[src/rtl/rau_pkg.sv]
`timescale 1ns / 1ps
`default_nettype none
// ---------------------------------------------------------------------------
// rau_pkg: shared types and constants of the rational arithmetic unit
// Request structs, operation and status codes, sequencer state type.
// ---------------------------------------------------------------------------
package rau_pkg;

    localparam int Width    = 32;
    localparam int MagW     = 64;
    localparam int GcdCntW  = 7;

    typedef enum logic [1:0] {
        OP_ADD = 2'd0,
        OP_SUB = 2'd1,
        OP_MUL = 2'd2,
        OP_DIV = 2'd3
    } op_t;

    typedef enum logic [1:0] {
        ST_OK       = 2'd0,
        ST_ZERO_DEN = 2'd1,
        ST_DIV_ZERO = 2'd2,
        ST_OVERFLOW = 2'd3
    } status_t;

    typedef struct packed {
        logic [1:0]         op;
        logic signed [31:0] a_num;
        logic signed [31:0] a_den;
        logic signed [31:0] b_num;
        logic signed [31:0] b_den;
    } in_req_t;

    typedef struct packed {
        logic signed [31:0] res_num;
        logic [30:0]        res_den;
        logic               a_less_b;
        logic               a_equal_b;
        logic [1:0]         status;
    } out_req_t;

    // gcd unit handshake
    typedef struct packed {
        logic            start;
        logic [MagW-1:0] x;
        logic [MagW-1:0] y;
    } gcd_cmd_t;

    typedef struct packed {
        logic            done;
        logic [MagW-1:0] g;
    } gcd_rsp_t;

    // divider handshake
    typedef struct packed {
        logic            start;
        logic [MagW-1:0] n;
        logic [MagW-1:0] d;
    } div_cmd_t;

    typedef struct packed {
        logic            done;
        logic [MagW-1:0] q;
    } div_rsp_t;

    typedef enum logic [4:0] {
        S_IDLE,
        S_NORM_A,
        S_NORM_A_WAIT,
        S_DIV_AN,
        S_DIV_AD,
        S_NORM_B,
        S_NORM_B_WAIT,
        S_DIV_BN,
        S_DIV_BD,
        S_MUL1,
        S_MUL2,
        S_MUL3,
        S_MUL4,
        S_COMBINE,
        S_RES_GCD,
        S_RES_WAIT,
        S_DIV_RN,
        S_DIV_RD,
        S_CHECK,
        S_OUT
    } state_t;

endpackage : rau_pkg
`default_nettype wire

[src/rtl/rau_div.sv]
`timescale 1ns / 1ps
`default_nettype none
// ---------------------------------------------------------------------------
// rau_div: restoring divider, 64 by 64 bits
// One quotient bit per cycle; the divisor must be nonzero.
// ---------------------------------------------------------------------------
module rau_div (
    input  wire logic              aclk,
    input  wire logic              aresetn,
    input  wire rau_pkg::div_cmd_t cmd,
    output rau_pkg::div_rsp_t      rsp
);
    import rau_pkg::*;

    logic [MagW-1:0]    q_reg, q_next, d_reg, d_next;
    logic [MagW:0]      r_reg, r_next, trial;
    logic [GcdCntW-1:0] cnt_reg, cnt_next;
    logic               busy_reg, busy_next, done_reg, done_next;

    assign trial = {r_reg[MagW-1:0], q_reg[MagW-1]} - {1'b0, d_reg};

    always_comb begin
        q_next    = q_reg;
        d_next    = d_reg;
        r_next    = r_reg;
        cnt_next  = cnt_reg;
        busy_next = busy_reg;
        done_next = 1'b0;
        if (cmd.start) begin
            q_next    = cmd.n;
            d_next    = cmd.d;
            r_next    = '0;
            cnt_next  = '0;
            busy_next = 1'b1;
        end else if (busy_reg) begin
            if (trial[MagW]) begin
                r_next = {r_reg[MagW-1:0], q_reg[MagW-1]};
                q_next = {q_reg[MagW-2:0], 1'b0};
            end else begin
                r_next = trial;
                q_next = {q_reg[MagW-2:0], 1'b1};
            end
            cnt_next = cnt_reg + 1'b1;
            if (cnt_reg == GcdCntW'(MagW - 1)) begin
                busy_next = 1'b0;
                done_next = 1'b1;
            end
        end
    end

    always_ff @(posedge aclk) begin
        if (!aresetn) begin
            busy_reg <= 1'b0;
            done_reg <= 1'b0;
        end else begin
            busy_reg <= busy_next;
            done_reg <= done_next;
        end
        q_reg   <= q_next;
        d_reg   <= d_next;
        r_reg   <= r_next;
        cnt_reg <= cnt_next;
    end

    assign rsp = '{done: done_reg, q: q_reg};

    assert property (@(posedge aclk) disable iff (!aresetn) done_reg |-> !busy_reg)
        else $error("divider done while busy");
    assert property (@(posedge aclk) disable iff (!aresetn)
        (busy_reg && !cmd.start) |-> (r_reg < {1'b0, d_reg}))
        else $error("partial remainder not below divisor");
    assert property (@(posedge aclk) disable iff (!aresetn) done_reg |-> $past(busy_reg))
        else $error("divider done without work");

endmodule : rau_div
`default_nettype wire

[config.mk]
export PLATFORM = sky130hd
export DESIGN_NAME = rau_div
export DESIGN_NICKNAME = d
export VERILOG_FILES = /design/src/rtl/rau_pkg.sv /design/src/rtl/rau_div.sv
export SDC_FILE = /design/constraint.sdc
export NUM_CORES = 1
export LEC_CHECK = 0
export BUFFER_PORTS_ARGS = -buffer_cell sky130_fd_sc_hd__buf_2
export CORE_AREA = 2 2 116 231
export CTS_BUF_LIST = sky130_fd_sc_hd__clkbuf_8
export DETAILED_ROUTE_END_ITERATION = 10
export DIE_AREA = 0 0 118 233
export PLACE_DENSITY = 0.67
export SLEW_MARGIN = 40
export SYNTH_ARGS = -nofsm -noshare
export SYNTH_HDL_FRONTEND = slang
export SYNTH_SLANG_ARGS = --single-unit
[constraint.sdc]
create_clock -name aclk -period 3.48 [get_ports aclk]
set_input_delay 1.044 -clock aclk [delete_from_list [all_inputs] [get_ports aclk]]
set_output_delay 1.044 -clock aclk [all_outputs]
set_load 0.01 [all_outputs]
======== Yosys cells after proc, flatten, opt, wreduce, memory -nomap -nowiden ========
Index checks and enable logic that the tools add are counted.
operators by class
  add/subtract/negate cells ............... 2
  eq/ne operators ......................... 1
  muxes and demuxes ....................... 8
  bitwise gates (word level) .............. 2
  reduce and logical (&&, ||, !) cells .... 2
operators with widths
  kind                                                                   count
  64-bit 2-to-1 mux                                                      3
  65-bit by 64-bit subtractor with 65-bit output                         1
  7-bit by 1-bit adder with 7-bit output, second input constant          1
  7-bit by 6-bit equality test with 1-bit output, second input constant  1
  1-bit 2-to-1 mux                                                       5
  3-bit OR reduction                                                     1
  1-bit NOT                                                              2
  2-bit nonzero test                                                     1
word-level totals
  register bits after elaboration ......... 201
  bits of input ports ..................... 131
  output and inout port bits .............. 65
  word-level logic and storage cells ...... 21

======== Logic depth before layout (Yosys ltp) ========
  depth in word-level cells ............... 4
  depth in mapped cells ................... 16
  mapped depth without buffers ............ 14

======== Worst setup path before layout ========
Ideal clock, no wire load.
  path kind ............................... register -> register
  from .................................... reg q_reg[63]
  to ...................................... reg r_reg[13]
  setup time .............................. 0.132 ns
  arrival time ............................ 3.125 ns
  data required time ...................... 3.348 ns
  path slack .............................. 0.223 ns
  stages on the path, launching flop included .. 17
  buffers on the path ..................... 2
  period minus slack after synthesis ...... 3.257 ns
  cells stage by stage .................... edfxtp_1 -> inv_1 -> ha_1 -> fa_1 -> nor2b_1 -> o21a_1 -> o211ai_2 -> a32oi_1 -> and3_4 -> o211a_4 -> o211ai_2 -> a21oi_1 -> nor2_2 -> buf_4 -> buf_4 -> o211ai_1 -> a21oi_1
between the ends
  longest elaborated chain between the ends .. 2
ends and longest elaborated chain
  element                                         RTL line       source
  start: declaration                              rau_div.sv:15  logic [MagW-1:0] q_reg, q_next, d_reg, d_next;
  start signal: assignment                        rau_div.sv:59  q_reg <= q_next;
  65-bit by 64-bit subtractor with 65-bit output  rau_div.sv:20  assign trial = {r_reg[MagW-1:0], q_reg[MagW-1]} - {1'b0, d_reg};
  64-bit 2-to-1 mux                               rau_div.sv:36  if (trial[MagW]) begin
  end signal: assignment                          rau_div.sv:61  r_reg <= r_next;
  end: declaration                                rau_div.sv:16  logic [MagW:0] r_reg, r_next, trial;
Every way passes these cells.
A chain may end at the register's enable or synchronous reset.

======== Worst setup path in the final report ========
  from .................................... reg r_reg[0]
  to ...................................... reg r_reg[61]
between the ends
  longest elaborated chain between the ends .. 2
ends and longest elaborated chain
  element                                         RTL line
  65-bit by 64-bit subtractor with 65-bit output  rau_div.sv:20
  64-bit 2-to-1 mux                               rau_div.sv:36
Every way passes these cells.

==> flow_summary.yaml <==
floorplanning:
  initial_core_util: 0.4641
  coreArea_um2: 25650
  chipWidth_um: 118
  fp-row-count: 83
  pin_count: 196
  die_h_um: 233
  die_area_um2: 27490
synthesis:
  synthMuxAreaShare: 0.06390
  yosysTopAreaCell: "edfxtp_1"
  synth_top_family_by_area: "compound AO/OA/AOI/OAI gates"
  synth_area_per_cell_um2: 9.798
  synth-edff-count: 128
  synth-simple-area-share: 0.1342
  synth_compound_area_frac: 0.1878
  syn_nets: 1412
  ys_warn_count: 0
  synth.most_common_cell: "nand2_1"
  yosys_register_bits: 201
  synth_seq_area_share: 0.4456
  ys_top_cells_by_count: "138 x nand2_1, 128 x edfxtp_1, 93 x inv_1"
  synth_fa_ha_area_frac: 0.06999
  ys_top_cells_by_area: "edfxtp_1 32%, dfxtp_1 12%, ha_1 6.8%"
  yosysUniqueCellTypes: 76
  synth_top_area_frac: 0.3229
  synth_xor_area_frac: 0.04414
  netlist_area_um2: 11910
  synth_flop_cell: "edfxtp_1"
  syn_inst: 1215
  synth_async_sr_flop_share: 0
timing:
  finalWorstSetupSlack_ns: 0.01029
  maxSlewViolCount: 0
  fin_crit_ns: 3.470
  finClkSkew_ns: 0.03348
  rsz0062_at_grt: "true"
  slew_headroom: 0.4772
  worstMarginPinSlew_ns: 0.7842
  report.final.hold_viol_count: 0
  fin_crit_sh: 0.9970
  setup_violations: 0
  fin_hold_ws_ns: 0.4818
  setup_tns_ns: 0
  max_freq_ghz: 0.2882
cells_and_area:
  area_growth_pct: 21.61
  nNetsFinal: 1651
  finalNonFillerCells: 1820
  final_util: 0.5644
  final_layout_size_suffix_gt1_frac: 0.2928
setup_path:
  r2r_cells: 13
  rr_endpoint: "r_reg[61]"
  required_ns: 3.96
  critical_path_peak_fanout: 5
  cp-end-kind: "flip-flop"
  r2r_setup_slack_ns: 0.01
  cp.arrival_ns: 3.95
  criticalPathCategory: "reg -> reg"
  cp-start-kind: "flip-flop"
  reg2reg_from: "r_reg[0]"
route:
  firstDrtPassIters: 5
  via_per_inst: 5.603
  drtAntennaViolNets: 0
  route.detailed.drc: 0
  drt_first_iter_violations: 495
  num_vias: 10200
  wl_per_cell_um: 18.39
  routed_wl_mm: 33.48
place:
  gp_congestion: 0.9717
  dp.cells: 1749
  port_buffers: 195
  post-place-ws_ns: -0.3474
  place_hpwl_mm: 24.78
hold_path:
  hp-class: "reg -> reg"
  min_delay_path_depth: 2
  hold_path.startpoint: "r_reg[44]"
  whs_endpoint: "r_reg[45]"
outcome:
  outcome: "finished clean"
clock_network:
  cts.root.buffer_cell: "clkbuf_8"
  cts.sinks: 201
  cts_buffers: 31
  clk_pin_slew_ns: 0.08
  cts_tree: "done"
  clk_latency_ns: 0.61
  ctsHtreeMaxLevel: 1
  hold_buffers: 0
  cts_max_path_buffers: 3
power_and_ir_drop:
  p_per_area_nw_per_um2: 441.9
  power.internal_w: 0.004467
  irDropWorstVdd_uv: 420.6
  switching_share: 0.3018
  seqPwrFrac: 0.446
  p_comb_frac: 0.229
  leakage_nw: 6.351
  pwr-share-clk: 0.325
  p_sw_w: 0.001931
global_route:
  antenna_found_initial: 1
  grt_pass1_wl_mm: 52.41
  grt_max_degree: 76
  grt_remaining_overflow: 0
  first_global_vias: 10630
  grt_usage: 0.2388
job:
  maxCapViolations: 0
[timing repair]
| item | in CTS | in global routing |
|---|---|---|
| setup endpoints to repair | 46 | 64 |
| pin swaps | 10 | 15 |
| setup buffers | 6 | 6 |
| resized for setup | 16 | 21 |
[cell type report]
cell class / count / area [um^2]
timing repair buffer: 275 / 1624
clock inverter: 19 / 111.4
tap: 340 / 425.4
antenna: 1 / 2.502
inverter: 93 / 349.1
fill: 2331 / 11170
multi-input combinational: 852 / 6122
sequential: 201 / 5306
clock buffer: 39 / 536.8
[worst max-delay path by stage]
stage | startpoint | end | depth (start not counted)
4_1_cts | q_reg[63] | r_reg[50] | 15
3_5_place_dp | q_reg[63] | r_reg[50] | 15
2_1_floorplan | q_reg[63] | r_reg[13] | 16
3_3_place_gp | q_reg[63] | r_reg[50] | 15
6_report | r_reg[0] | r_reg[61] | 13
5_1_grt | d_reg[1] | r_reg[63] | 13
[through the flow]
step	power [W]	instance area [um^2]
floorplan	0.003791	11910
global placement	0.004289	13560
detailed placement	0.004308	13560
CTS	0.006421	14330
global route	0.006711	14480
finish	0.006398	14480
[power by group through the flow]
| stage | clock [W] | sequential [W] | combinational (W) |
|---|---|---|---|
| floorplan | 0 | 0.00292 | 0.000871 |
| global placement | 0 | 0.00290 | 0.00139 |
| detailed placement | 0 | 0.00290 | 0.00141 |
| CTS | 0.00213 | 0.00286 | 0.00143 |
| global route | 0.00223 | 0.00288 | 0.00160 |
| finish | 0.00208 | 0.00285 | 0.00146 |
[worst max-delay path, stage by stage, from the launching register on]
cell and delay (ns):
dfxtp_1 0.34, buf_4 0.14, ha_1 0.26, nor2b_1 0.24, o2111ai_2 0.19, a211oi_4 0.32, o31ai_2 0.15, o21ai_2 0.21
a41o_4 0.28, a31oi_4 0.13, o31a_4 0.35, o41ai_4 0.31, xor2_1 0.13, a221o_1 0.30
[cell families (layout without fill, tap and decap cells)]
logic type / count (synthesis) / after routing
AO/OA/AOI/OAI: 311 / 311
multiplexers: 68 / 68
XOR/XNOR: 60 / 60
buffers and inverters: 162 / 426
other: 0 / 1
adder cells (fa/ha/maj): 66 / 66
flip-flops: 201 / 201
AND/OR/NAND/NOR: 347 / 347
[routing by layer]
metal / GRT usage / vias up / routed length [um]
li1: - / 4918 / -
met1: 0.2195 / 4845 / 11290
met2: 0.4833 / 338 / 18870
met3: 0.04093 / 97 / 1656
met4: 0.1314 / 0 / 1654
met5: 0 / - / 0
[cell usage in the layout, fill, tap and decap left out, drive strengths merged, types with 28 or more instances in the layout]
cell type  netlist  final
edfxtp         128    128
buf             19    275
nor2            92     92
inv             93    100
a21o            38     38
clkbuf          50     39
mux2            64     64
o21ai           49     49
dfxtp           73     73
a21oi           75     75
a311oi          42     42
ha              65     65
xor2            28     28
nand2          139    139
xnor2           32     32
Note: power is estimated with default switching activity, not from simulation.
