$ cat src/rtl/rau_pkg.sv
`timescale 1ns / 1ps
`default_nettype none
// ---------------------------------------------------------------------------
// rau_pkg: shared types and constants of the rational arithmetic unit
// Request structs, operation and status codes, sequencer state type.
// ---------------------------------------------------------------------------
package rau_pkg;

    localparam int Width    = 32;
    localparam int MagW     = 64;
    localparam int GcdCntW  = 7;

    typedef enum logic [1:0] {
        OP_ADD = 2'd0,
        OP_SUB = 2'd1,
        OP_MUL = 2'd2,
        OP_DIV = 2'd3
    } op_t;

    typedef enum logic [1:0] {
        ST_OK       = 2'd0,
        ST_ZERO_DEN = 2'd1,
        ST_DIV_ZERO = 2'd2,
        ST_OVERFLOW = 2'd3
    } status_t;

    typedef struct packed {
        logic [1:0]         op;
        logic signed [31:0] a_num;
        logic signed [31:0] a_den;
        logic signed [31:0] b_num;
        logic signed [31:0] b_den;
    } in_req_t;

    typedef struct packed {
        logic signed [31:0] res_num;
        logic [30:0]        res_den;
        logic               a_less_b;
        logic               a_equal_b;
        logic [1:0]         status;
    } out_req_t;

    // gcd unit handshake
    typedef struct packed {
        logic            start;
        logic [MagW-1:0] x;
        logic [MagW-1:0] y;
    } gcd_cmd_t;

    typedef struct packed {
        logic            done;
        logic [MagW-1:0] g;
    } gcd_rsp_t;

    // divider handshake
    typedef struct packed {
        logic            start;
        logic [MagW-1:0] n;
        logic [MagW-1:0] d;
    } div_cmd_t;

    typedef struct packed {
        logic            done;
        logic [MagW-1:0] q;
    } div_rsp_t;

    typedef enum logic [4:0] {
        S_IDLE,
        S_NORM_A,
        S_NORM_A_WAIT,
        S_DIV_AN,
        S_DIV_AD,
        S_NORM_B,
        S_NORM_B_WAIT,
        S_DIV_BN,
        S_DIV_BD,
        S_MUL1,
        S_MUL2,
        S_MUL3,
        S_MUL4,
        S_COMBINE,
        S_RES_GCD,
        S_RES_WAIT,
        S_DIV_RN,
        S_DIV_RD,
        S_CHECK,
        S_OUT
    } state_t;

endpackage : rau_pkg
`default_nettype wire

$ cat src/rtl/rau_gcd.sv
`timescale 1ns / 1ps
`default_nettype none
// ---------------------------------------------------------------------------
// rau_gcd: binary gcd of two 64-bit magnitudes
// One subtract and shift step per cycle; both inputs must be nonzero.
// ---------------------------------------------------------------------------
module rau_gcd (
    input  wire logic              aclk,
    input  wire logic              aresetn,
    input  wire rau_pkg::gcd_cmd_t cmd,
    output rau_pkg::gcd_rsp_t      rsp
);
    import rau_pkg::*;

    logic [MagW-1:0]    x_reg, x_next, y_reg, y_next;
    logic [GcdCntW-1:0] k_reg, k_next;
    logic               busy_reg, busy_next, done_reg, done_next;
    logic [MagW-1:0]    diff;

    assign diff = (x_reg > y_reg) ? (x_reg - y_reg) : (y_reg - x_reg);

    always_comb begin
        x_next    = x_reg;
        y_next    = y_reg;
        k_next    = k_reg;
        busy_next = busy_reg;
        done_next = 1'b0;
        if (cmd.start) begin
            x_next    = cmd.x;
            y_next    = cmd.y;
            k_next    = '0;
            busy_next = 1'b1;
        end else if (busy_reg) begin
            if (x_reg == y_reg) begin
                busy_next = 1'b0;
                done_next = 1'b1;
            end else if (!x_reg[0] && !y_reg[0]) begin
                x_next = x_reg >> 1;
                y_next = y_reg >> 1;
                k_next = k_reg + 1'b1;
            end else if (!x_reg[0]) begin
                x_next = x_reg >> 1;
            end else if (!y_reg[0]) begin
                y_next = y_reg >> 1;
            end else begin
                // both odd: keep the smaller, halve the difference
                if (x_reg > y_reg) x_next = diff >> 1;
                else               y_next = diff >> 1;
            end
        end
    end

    always_ff @(posedge aclk) begin
        if (!aresetn) begin
            busy_reg <= 1'b0;
            done_reg <= 1'b0;
        end else begin
            busy_reg <= busy_next;
            done_reg <= done_next;
        end
        x_reg <= x_next;
        y_reg <= y_next;
        k_reg <= k_next;
    end

    assign rsp = '{done: done_reg, g: x_reg << k_reg};

    assert property (@(posedge aclk) disable iff (!aresetn) done_reg |-> !busy_reg)
        else $error("gcd done while busy");
    assert property (@(posedge aclk) disable iff (!aresetn)
        (busy_reg && !cmd.start) |-> (x_reg != '0 && y_reg != '0))
        else $error("gcd operand reached zero");
    assert property (@(posedge aclk) disable iff (!aresetn) done_reg |-> $past(busy_reg))
        else $error("gcd done without work");

endmodule : rau_gcd
`default_nettype wire

$ cat config.mk
export PLATFORM = sky130hd
export DESIGN_NAME = rau_gcd
export DESIGN_NICKNAME = d
export VERILOG_FILES = /design/src/rtl/rau_pkg.sv /design/src/rtl/rau_gcd.sv
export SDC_FILE = /design/constraint.sdc
export NUM_CORES = 1
export LEC_CHECK = 0
export BUFFER_PORTS_ARGS = -buffer_cell sky130_fd_sc_hd__buf_4
export CORE_MARGIN = 3
export CORE_UTILIZATION = 55
export CTS_CLUSTER_SIZE = 28
export DETAILED_ROUTE_END_ITERATION = 10
export GPL_ROUTABILITY_DRIVEN = 1
export PLACE_DENSITY = 0.75
export SLEW_MARGIN = 15
export SYNTH_ARGS = -nofsm -noshare
export SYNTH_HDL_FRONTEND = slang
export SYNTH_SLANG_ARGS = --single-unit
$ cat constraint.sdc
create_clock -name aclk -period 10.68 [get_ports aclk]
set_input_delay 0.534 -clock aclk [delete_from_list [all_inputs] [get_ports aclk]]
set_output_delay 0.534 -clock aclk [all_outputs]
set_load 0.05 [all_outputs]
# After elaboration in Yosys (flattened, before gate mapping)
# Cells that the tools add are included.
# word_totals
memories,0
romBits,0
ram_bits,0
latch_bits,0
word_cells,50
ff_bits,137
# op_classes
mux,19
n_lt_le_gt_ge,1
n_eq_ne,5
mul,0
n_shift,1
div_mod_pow,0
n_bitwise,3
n_addsub,3
n_reduce_logical,11
# ops
cell,n
64-bit 2-to-1 mux,15
64-bit subtractor,2
64-bit == test,1
64-bit greater-than comparator,1
64-bit by 7-bit << shifter with 64-bit output,1
"4-bit by 2-bit inequality test with 1-bit output, second input constant",2
4-bit AND reduction,2
"7-bit by 1-bit adder with 7-bit output, second input constant",1
3-bit AND reduction,2
1-bit 2-to-1 mux,4
"4-bit by 3-bit inequality test with 1-bit output, second input constant",1
1-bit inverter,3
3-bit nonzero test,1
3-bit OR reduction,1
1-bit logical NOT,2
"2-bit inequality test, second input constant",1
2-bit AND reduction,1
2-bit nonzero test,1
1-bit logical AND,1

# Logic depth before layout (Yosys ltp)
# Gate-level depths: netlist of the first run.
# depth
depth_word,9
depth_mapped,16
ltp_nobuf,15

# Worst setup path before layout of the first run
# Ideal clock, no wire load.
# synth_path
kind,reg2reg
startpoint,register x_reg[0]
endpoint,"register y_reg[10], enable pin"
synth_period_minus_slack_ps,7818
arrival_time_ps,7238
t_required_ps,10100
stages_incl_launch_ff,15
path_slack_ps,2862
n_path_buf,2
path_cell_list,edfxtp_1 -> inv_1 -> ha_1 -> fa_1 -> nor2b_1 -> o21ai_0 -> a21oi_1 -> or3_4 -> a31oi_4 -> o22ai_2 -> nor2_2 -> o22ai_2 -> buf_4 -> buf_6 -> a21boi_0
# synth_between
elab_chain_cells,4
# synth_lines
item,line_no,source
"start, declared",rau_gcd.sv:15,"logic [MagW-1:0] x_reg, x_next, y_reg, y_next;"
"start signal, assigned",rau_gcd.sv:61,x_reg <= x_next;
branches (longest 3 deep; another with 64-bit greater-than comparator),n/a,
4-bit AND reduction (no line) *,n/a,
"end signal, assigned",rau_gcd.sv:62,y_reg <= y_next;
"end, declared",rau_gcd.sv:15,
# Every way passes the cells marked *.
# A chain may end at the register's enable or synchronous reset.

# Final worst setup path of the first run
# layout_path
startpoint,register x_reg[0]
endpoint,"register x_reg[58], enable pin"
# layout_between
elab_chain_cells,4
# layout_lines
item
branches (longest 3 deep; another with 64-bit greater-than comparator)
4-bit AND reduction (no line) *
# Marks and branches as above.

==> impl_metrics.yaml, run 1 <==
outcome:
  outcome: "finished clean"
placed_design:
  portBuffers: 195
  place_ws_ps: 5080
  dp_hpwl_um: 53800
  gp_congestion: 1.07
route:
  wl_um: 70000
  drt_iter0_markers: 2372
  drt_pre_antenna_iters: 8
  num_vias: 19300
  drc: 0
  post_drt_wl_per_cell_um: 24.0
  ant_nets: 0
  routed_via_density: 6.63
worst_setup_path:
  crit_required_ps: 10760
  crit_chain: "inv_1 > ha_1 > fa_1 > nor2b_1 > o21ai_0 > a21oi_1 > or3_4 > a31oi_4 > o22ai_2 > nor2_2 > o22ai_2 > buf_4 > nor2_1 > o21ai_0 > a21o_2 > buf_4"
  end_kind: "register"
  max_stage_delay_ps: 720
  path_max_fanout: 38
  critPathLaunchType: "register"
  crit_type: "reg -> reg"
  slowest_stage: "o22ai_2"
  crit_arrival_ps: 5720
sta:
  fin_worst_skew_ps: 13.3
  min_period_ps: 5630
  relSlewSlack_pct: 29.4
  max_freq_ghz: 0.177
  hold_viol_final: 0
  finalWorstSetupSlack_ps: 5050
  rsz0062_at_grt: "false"
  setup_viol: 0
  slew_violations: 0
  period_share_pct: 52.8
  tightest_slew_ps: 1050
  tns_ps: 0
synth:
  synth-edff-count: 128
  synthMostInstantiatedCell: "nand2_1"
  synth.avg_cell_area_sq_um: 7.62
  synth_top_area_cell: "edfxtp_1"
  yosysSeqAreaShare_pct: 22.0
  ys_top_cells_by_area: "edfxtp_1 (21%), ha_1 (8.9%), a21oi_1 (7.0%)"
  yosysUniqueCellTypes: 83
  synth-main-ff-cell: "edfxtp_1"
  ys_ff_latch: 137
  ys_warn_count: 0
  syn_nets: 2668
  syn_area_sq_um: 18300
  synth_top_area_share_pct: 21.0
  async_flop_share_pct: 0
  postSynthCellCount: 2405
  synth_commonest_cells: "nand2_1 (332), a21oi_1 (255), inv_1 (204)"
grt:
  grt_pass1_wl_um: 106000
  grt_max_degree: 99
  grt_pass1_vias: 18200
  grt_antenna_before_repair: 0
  grt_usage_pct: 38.1
  grt_overflow: 0
floorplanning:
  rows: 66
  core_area_sq_um: 32700
  dieArea_sq_um: 35500
  die_w_um: 188
  io_pins: 196
  initial_utilization_pct: 56.0
  die_y_um: 188
cts:
  cts_setup_buffers: 0
  cts_buffer_depth: 2
  htreeDepth: 4
  cts_tree: "done"
  cts_root_buf: "clkbuf_16"
  cts.sinks: 137
  path_clk_slew_ps: 70
  cts_made_buffers: 17
  cts.repair.resized: 0
  clk_latency_ps: 460
  holdBufCountCts: 0
finish:
  drive_above_1_share_pct: 13.4
  nets: 2721
  multi_input_area_sq_um: 12800
  diodes: 0
  fillers: 3004
  seq_area_sq_um: 4030
  synthToLayoutAreaGrowth_pct: 11.1
flow_run:
  maxCapViolCount: 0
power_and_ir_drop:
  p_int_mw: 2.01
  p_comb_share_pct: 63.6
  p_switching_mw: 2.10
  powerDensity_nw_per_um2: 202
  p_sw_share_pct: 51.2
  power_leakage_nw: 9.14
  irDropWorstVdd_v: 0.000122
  clkPwrFrac_pct: 15.8
  p_seq_share_pct: 20.6
  p_total_mw: 4.11
hold_path:
  hp-class: "in -> reg"
## cell families (layout without fill, tap and decap cells)
family / after synthesis / in the layout / share of synthesized area (%)
DFF: 137 / 137 / 22.0
xor gates and xnor gates: 126 / 126 / 6.03
and+or+nand+nor: 713 / 713 / 17.1
buffers and inverters: 385 / 451 / 8.32
adders and majority gates: 132 / 132 / 9.10
AOI/OAI and AO/OA: 807 / 807 / 28.8
muxes: 105 / 105 / 8.68
## path summary, 6_finish.rpt
kind,slack (ps),start,cells after the start,to
worst max-delay path,5050,x_reg[0],16,x_reg[58]
worst min-delay path,340,aresetn,2,busy_reg
worst max register to register,5050,x_reg[0],16,x_reg[58]
worst min register to register,510,k_reg[5],2,k_reg[5]
## power by group through the flow
stage	registers, mW	logic, mW	clock network (mW)
floorplan	0.793	1.84	0
global placement	0.841	2.52	0
detailed placement	0.849	2.52	0
CTS	0.838	2.54	0.650
global route	0.854	2.79	0.671
finish	0.845	2.62	0.650
## area by class of cell
class                      instances  area share [%]
clock inverter                    15           0.891
multi-input combinational       1883            62.8
timing repair buffer             213            7.88
clock buffer                      17            2.09
tap                              442            2.72
inverter                         206            3.80
sequential                       137            19.8
## cell usage in the layout, fill, tap and decap left out, drive strengths merged, types with 11 or more instances in the layout
master / count
buf: 213
a221oi: 42
o21a: 17
edfxtp: 128
and3: 13
a21o: 81
nor3: 44
a21oi: 257
o22ai: 11
mux2i: 61
inv: 207
o21ai: 163
xor2: 46
mux4: 43
nor2: 203
a211oi: 45
xnor2: 80
clkbuf: 17
nand3: 19
nor2b: 15
o31ai: 13
ha: 130
nand2: 332
o221ai: 38
a22oi: 20
nand4: 35
o21bai: 42
a31oi: 23
nand2b: 12
## worst max-delay path: cells and delay by family (launching register included)
kind / cells / cell delay [ps]
fa+ha+maj: 2 / 680
simple gates: 4 / 530
flops: 1 / 560
buf+inv: 3 / 1180
compound gates: 7 / 2280
## layer usage
| metal | part of all wire (%) | global-route usage [%] | up-vias |
|---|---|---|---|
| met4 | 4.4 | 15.4 | 0 |
| met5 | 0 | 0 | - |
| li1 | - | - | 8752 |
| met3 | 11 | 8.60 | 199 |
| met2 | 43 | 56.9 | 1219 |
| met1 | 42 | 53.5 | 9148 |
## per-stage QoR
stage	area (sq um)	hold slack, ps	util, %	std cells
floorplan	18300	411	-	2405
global placement	19700	469	60.4	2881
detailed placement	19700	496	60.4	2881
CTS	20400	329	62.2	2913
global route	20400	335	62.2	2913
finish	20400	337	62.2	2913
(Power assumes the default switching activity.)
==> run 2: changes to the inputs <==
clock period = 5.2 ns   (was 10.68 ns; I/O delays follow)
==> impl_metrics.yaml, run 2 (synthesis results as in run 1) <==
power_and_ir_drop:
  irDropWorstVdd_v: 0.000285
  p_int_mw: 4.12
  powerDensity_nw_per_um2: 418
  p_sw_share_pct: 51.8
  p_comb_share_pct: 63.5
  power_leakage_nw: 9.20
  clkPwrFrac_pct: 15.8
  p_seq_share_pct: 20.7
  p_switching_mw: 4.43
sta:
  tns_ps: 0
  fin_worst_skew_ps: 11.5
  period_share_pct: 89.5
  hold_viol_final: 0
  min_period_ps: 4650
  tightest_slew_ps: 1110
  relSlewSlack_pct: 25.8
  rsz0062_at_grt: "false"
  slew_violations: 0
  setup_viol: 0
  max_freq_ghz: 0.215
  holdWs_ps: 51.3
cts:
  clk_latency_ps: 460
  cts_made_buffers: 17
  htreeDepth: 4
  cts.sinks: 137
  path_clk_slew_ps: 70
  cts_setup_buffers: 0
  cts_buffer_depth: 2
  cts.repair.resized: 0
  cts_root_buf: "clkbuf_16"
  holdBufCountCts: 0
  cts_tree: "done"
floorplanning:
  die_y_um: 188
  io_pins: 196
  rows: 66
  initial_utilization_pct: 56.0
  die_w_um: 188
  dieArea_sq_um: 35500
  core_area_sq_um: 32700
worst_setup_path:
  end_kind: "register"
  crit_arrival_ps: 4830
  path_max_fanout: 39
  crit_required_ps: 5380
  crit_type: "reg -> reg"
  critPathLaunchType: "register"
grt:
  grt_pass1_vias: 18100
  grt_overflow: 0
  grt_max_degree: 100
  grt_usage_pct: 38.7
  grt_antenna_before_repair: 0
  grt_pass1_wl_um: 107000
route:
  num_vias: 19600
  drc: 0
  routed_via_density: 6.70
  wl_um: 71500
  ant_nets: 0
  drt_pre_antenna_iters: 7
  post_drt_wl_per_cell_um: 24.4
  drt_iter0_markers: 2681
finish:
  nets: 2732
  fillers: 3010
  finish.utilization_pct: 62.5
  layout_commonest_cell: "nand2_1"
  mostFrequentLayoutCells: "nand2_1 (332), a21oi_1 (255), buf_4 (222)"
  drive_above_1_share_pct: 14.0
  synthToLayoutAreaGrowth_pct: 11.7
  diodes: 0
placed_design:
  dp_hpwl_um: 55300
  gp_congestion: 1.09
  portBuffers: 195
flow_run:
  maxCapViolCount: 0
outcome:
  outcome: "finished clean"
hold_path:
  hp-class: "in -> reg"
==> run 2: cell type report <==
type / instances / area (sq um) / share of cell area (%)
multi-input combinational: 1883 / 12800 / 62.5
inverter: 206 / 773 / 3.78
timing repair buffer: 224 / 1700 / 8.30
clock buffer: 17 / 425 / 2.08
tap: 442 / 553 / 2.70
clock inverter: 15 / 190 / 0.930
sequential: 137 / 4030 / 19.7
==> run 2: per-layer routing <==
layer	part of all wire [%]	up-vias	track usage (%)	routed length, um
met5	0	-	0	0
met2	42	1410	57.5	30200
li1	-	8793	-	-
met1	41	9170	54.7	29300
met4	4.1	0	14.4	2920
met3	13	221	9.30	8990
==> run 2: power groups by stage <==
stage	Sequential, mW	Clock (mW)	Combinational, mW
3_3_place_gp	1.76	0	5.21
2_1_floorplan	1.62	0	3.78
4_1_cts	1.75	1.35	5.25
3_5_place_dp	1.77	0	5.20
6_report	1.77	1.35	5.43
5_1_grt	1.78	1.39	5.75
==> run 2: final timing paths <==
check | cells after the start | slack [ps] | start | end
worst min-delay path | 2 | 50 | aresetn | busy_reg
worst min register to register | 2 | 560 | busy_reg | done_reg
worst max register to register | 16 | 550 | x_reg[0] | x_reg[6]
worst max-delay path | 16 | 550 | x_reg[0] | x_reg[6]
==> run 2: through the flow <==
step           area, sq um  power [mW]  setup WS (ps)  cells
3_3_place_gp         19800        6.97            716   2892
6_report             20500        8.54            548   2924
5_1_grt              20500        8.92            388   2924
2_1_floorplan        18300        5.40            275   2405
3_5_place_dp         19800        6.97            733   2892
4_1_cts              20500        8.35            670   2924
==> run 2: critical path, cell delays in order (launching register included) <==
cell	delay [ps]
edfxtp_1	570
inv_1	210
ha_1	220
fa_1	210
nor2b_1	60
o21ai_0	510
a21oi_1	220
or3_4	400
a31oi_4	250
o22ai_2	130
nor2_2	240
o22ai_2	120
buf_4	250
and3_1	190
buf_4	290
a221oi_1	420
a21oi_1	80
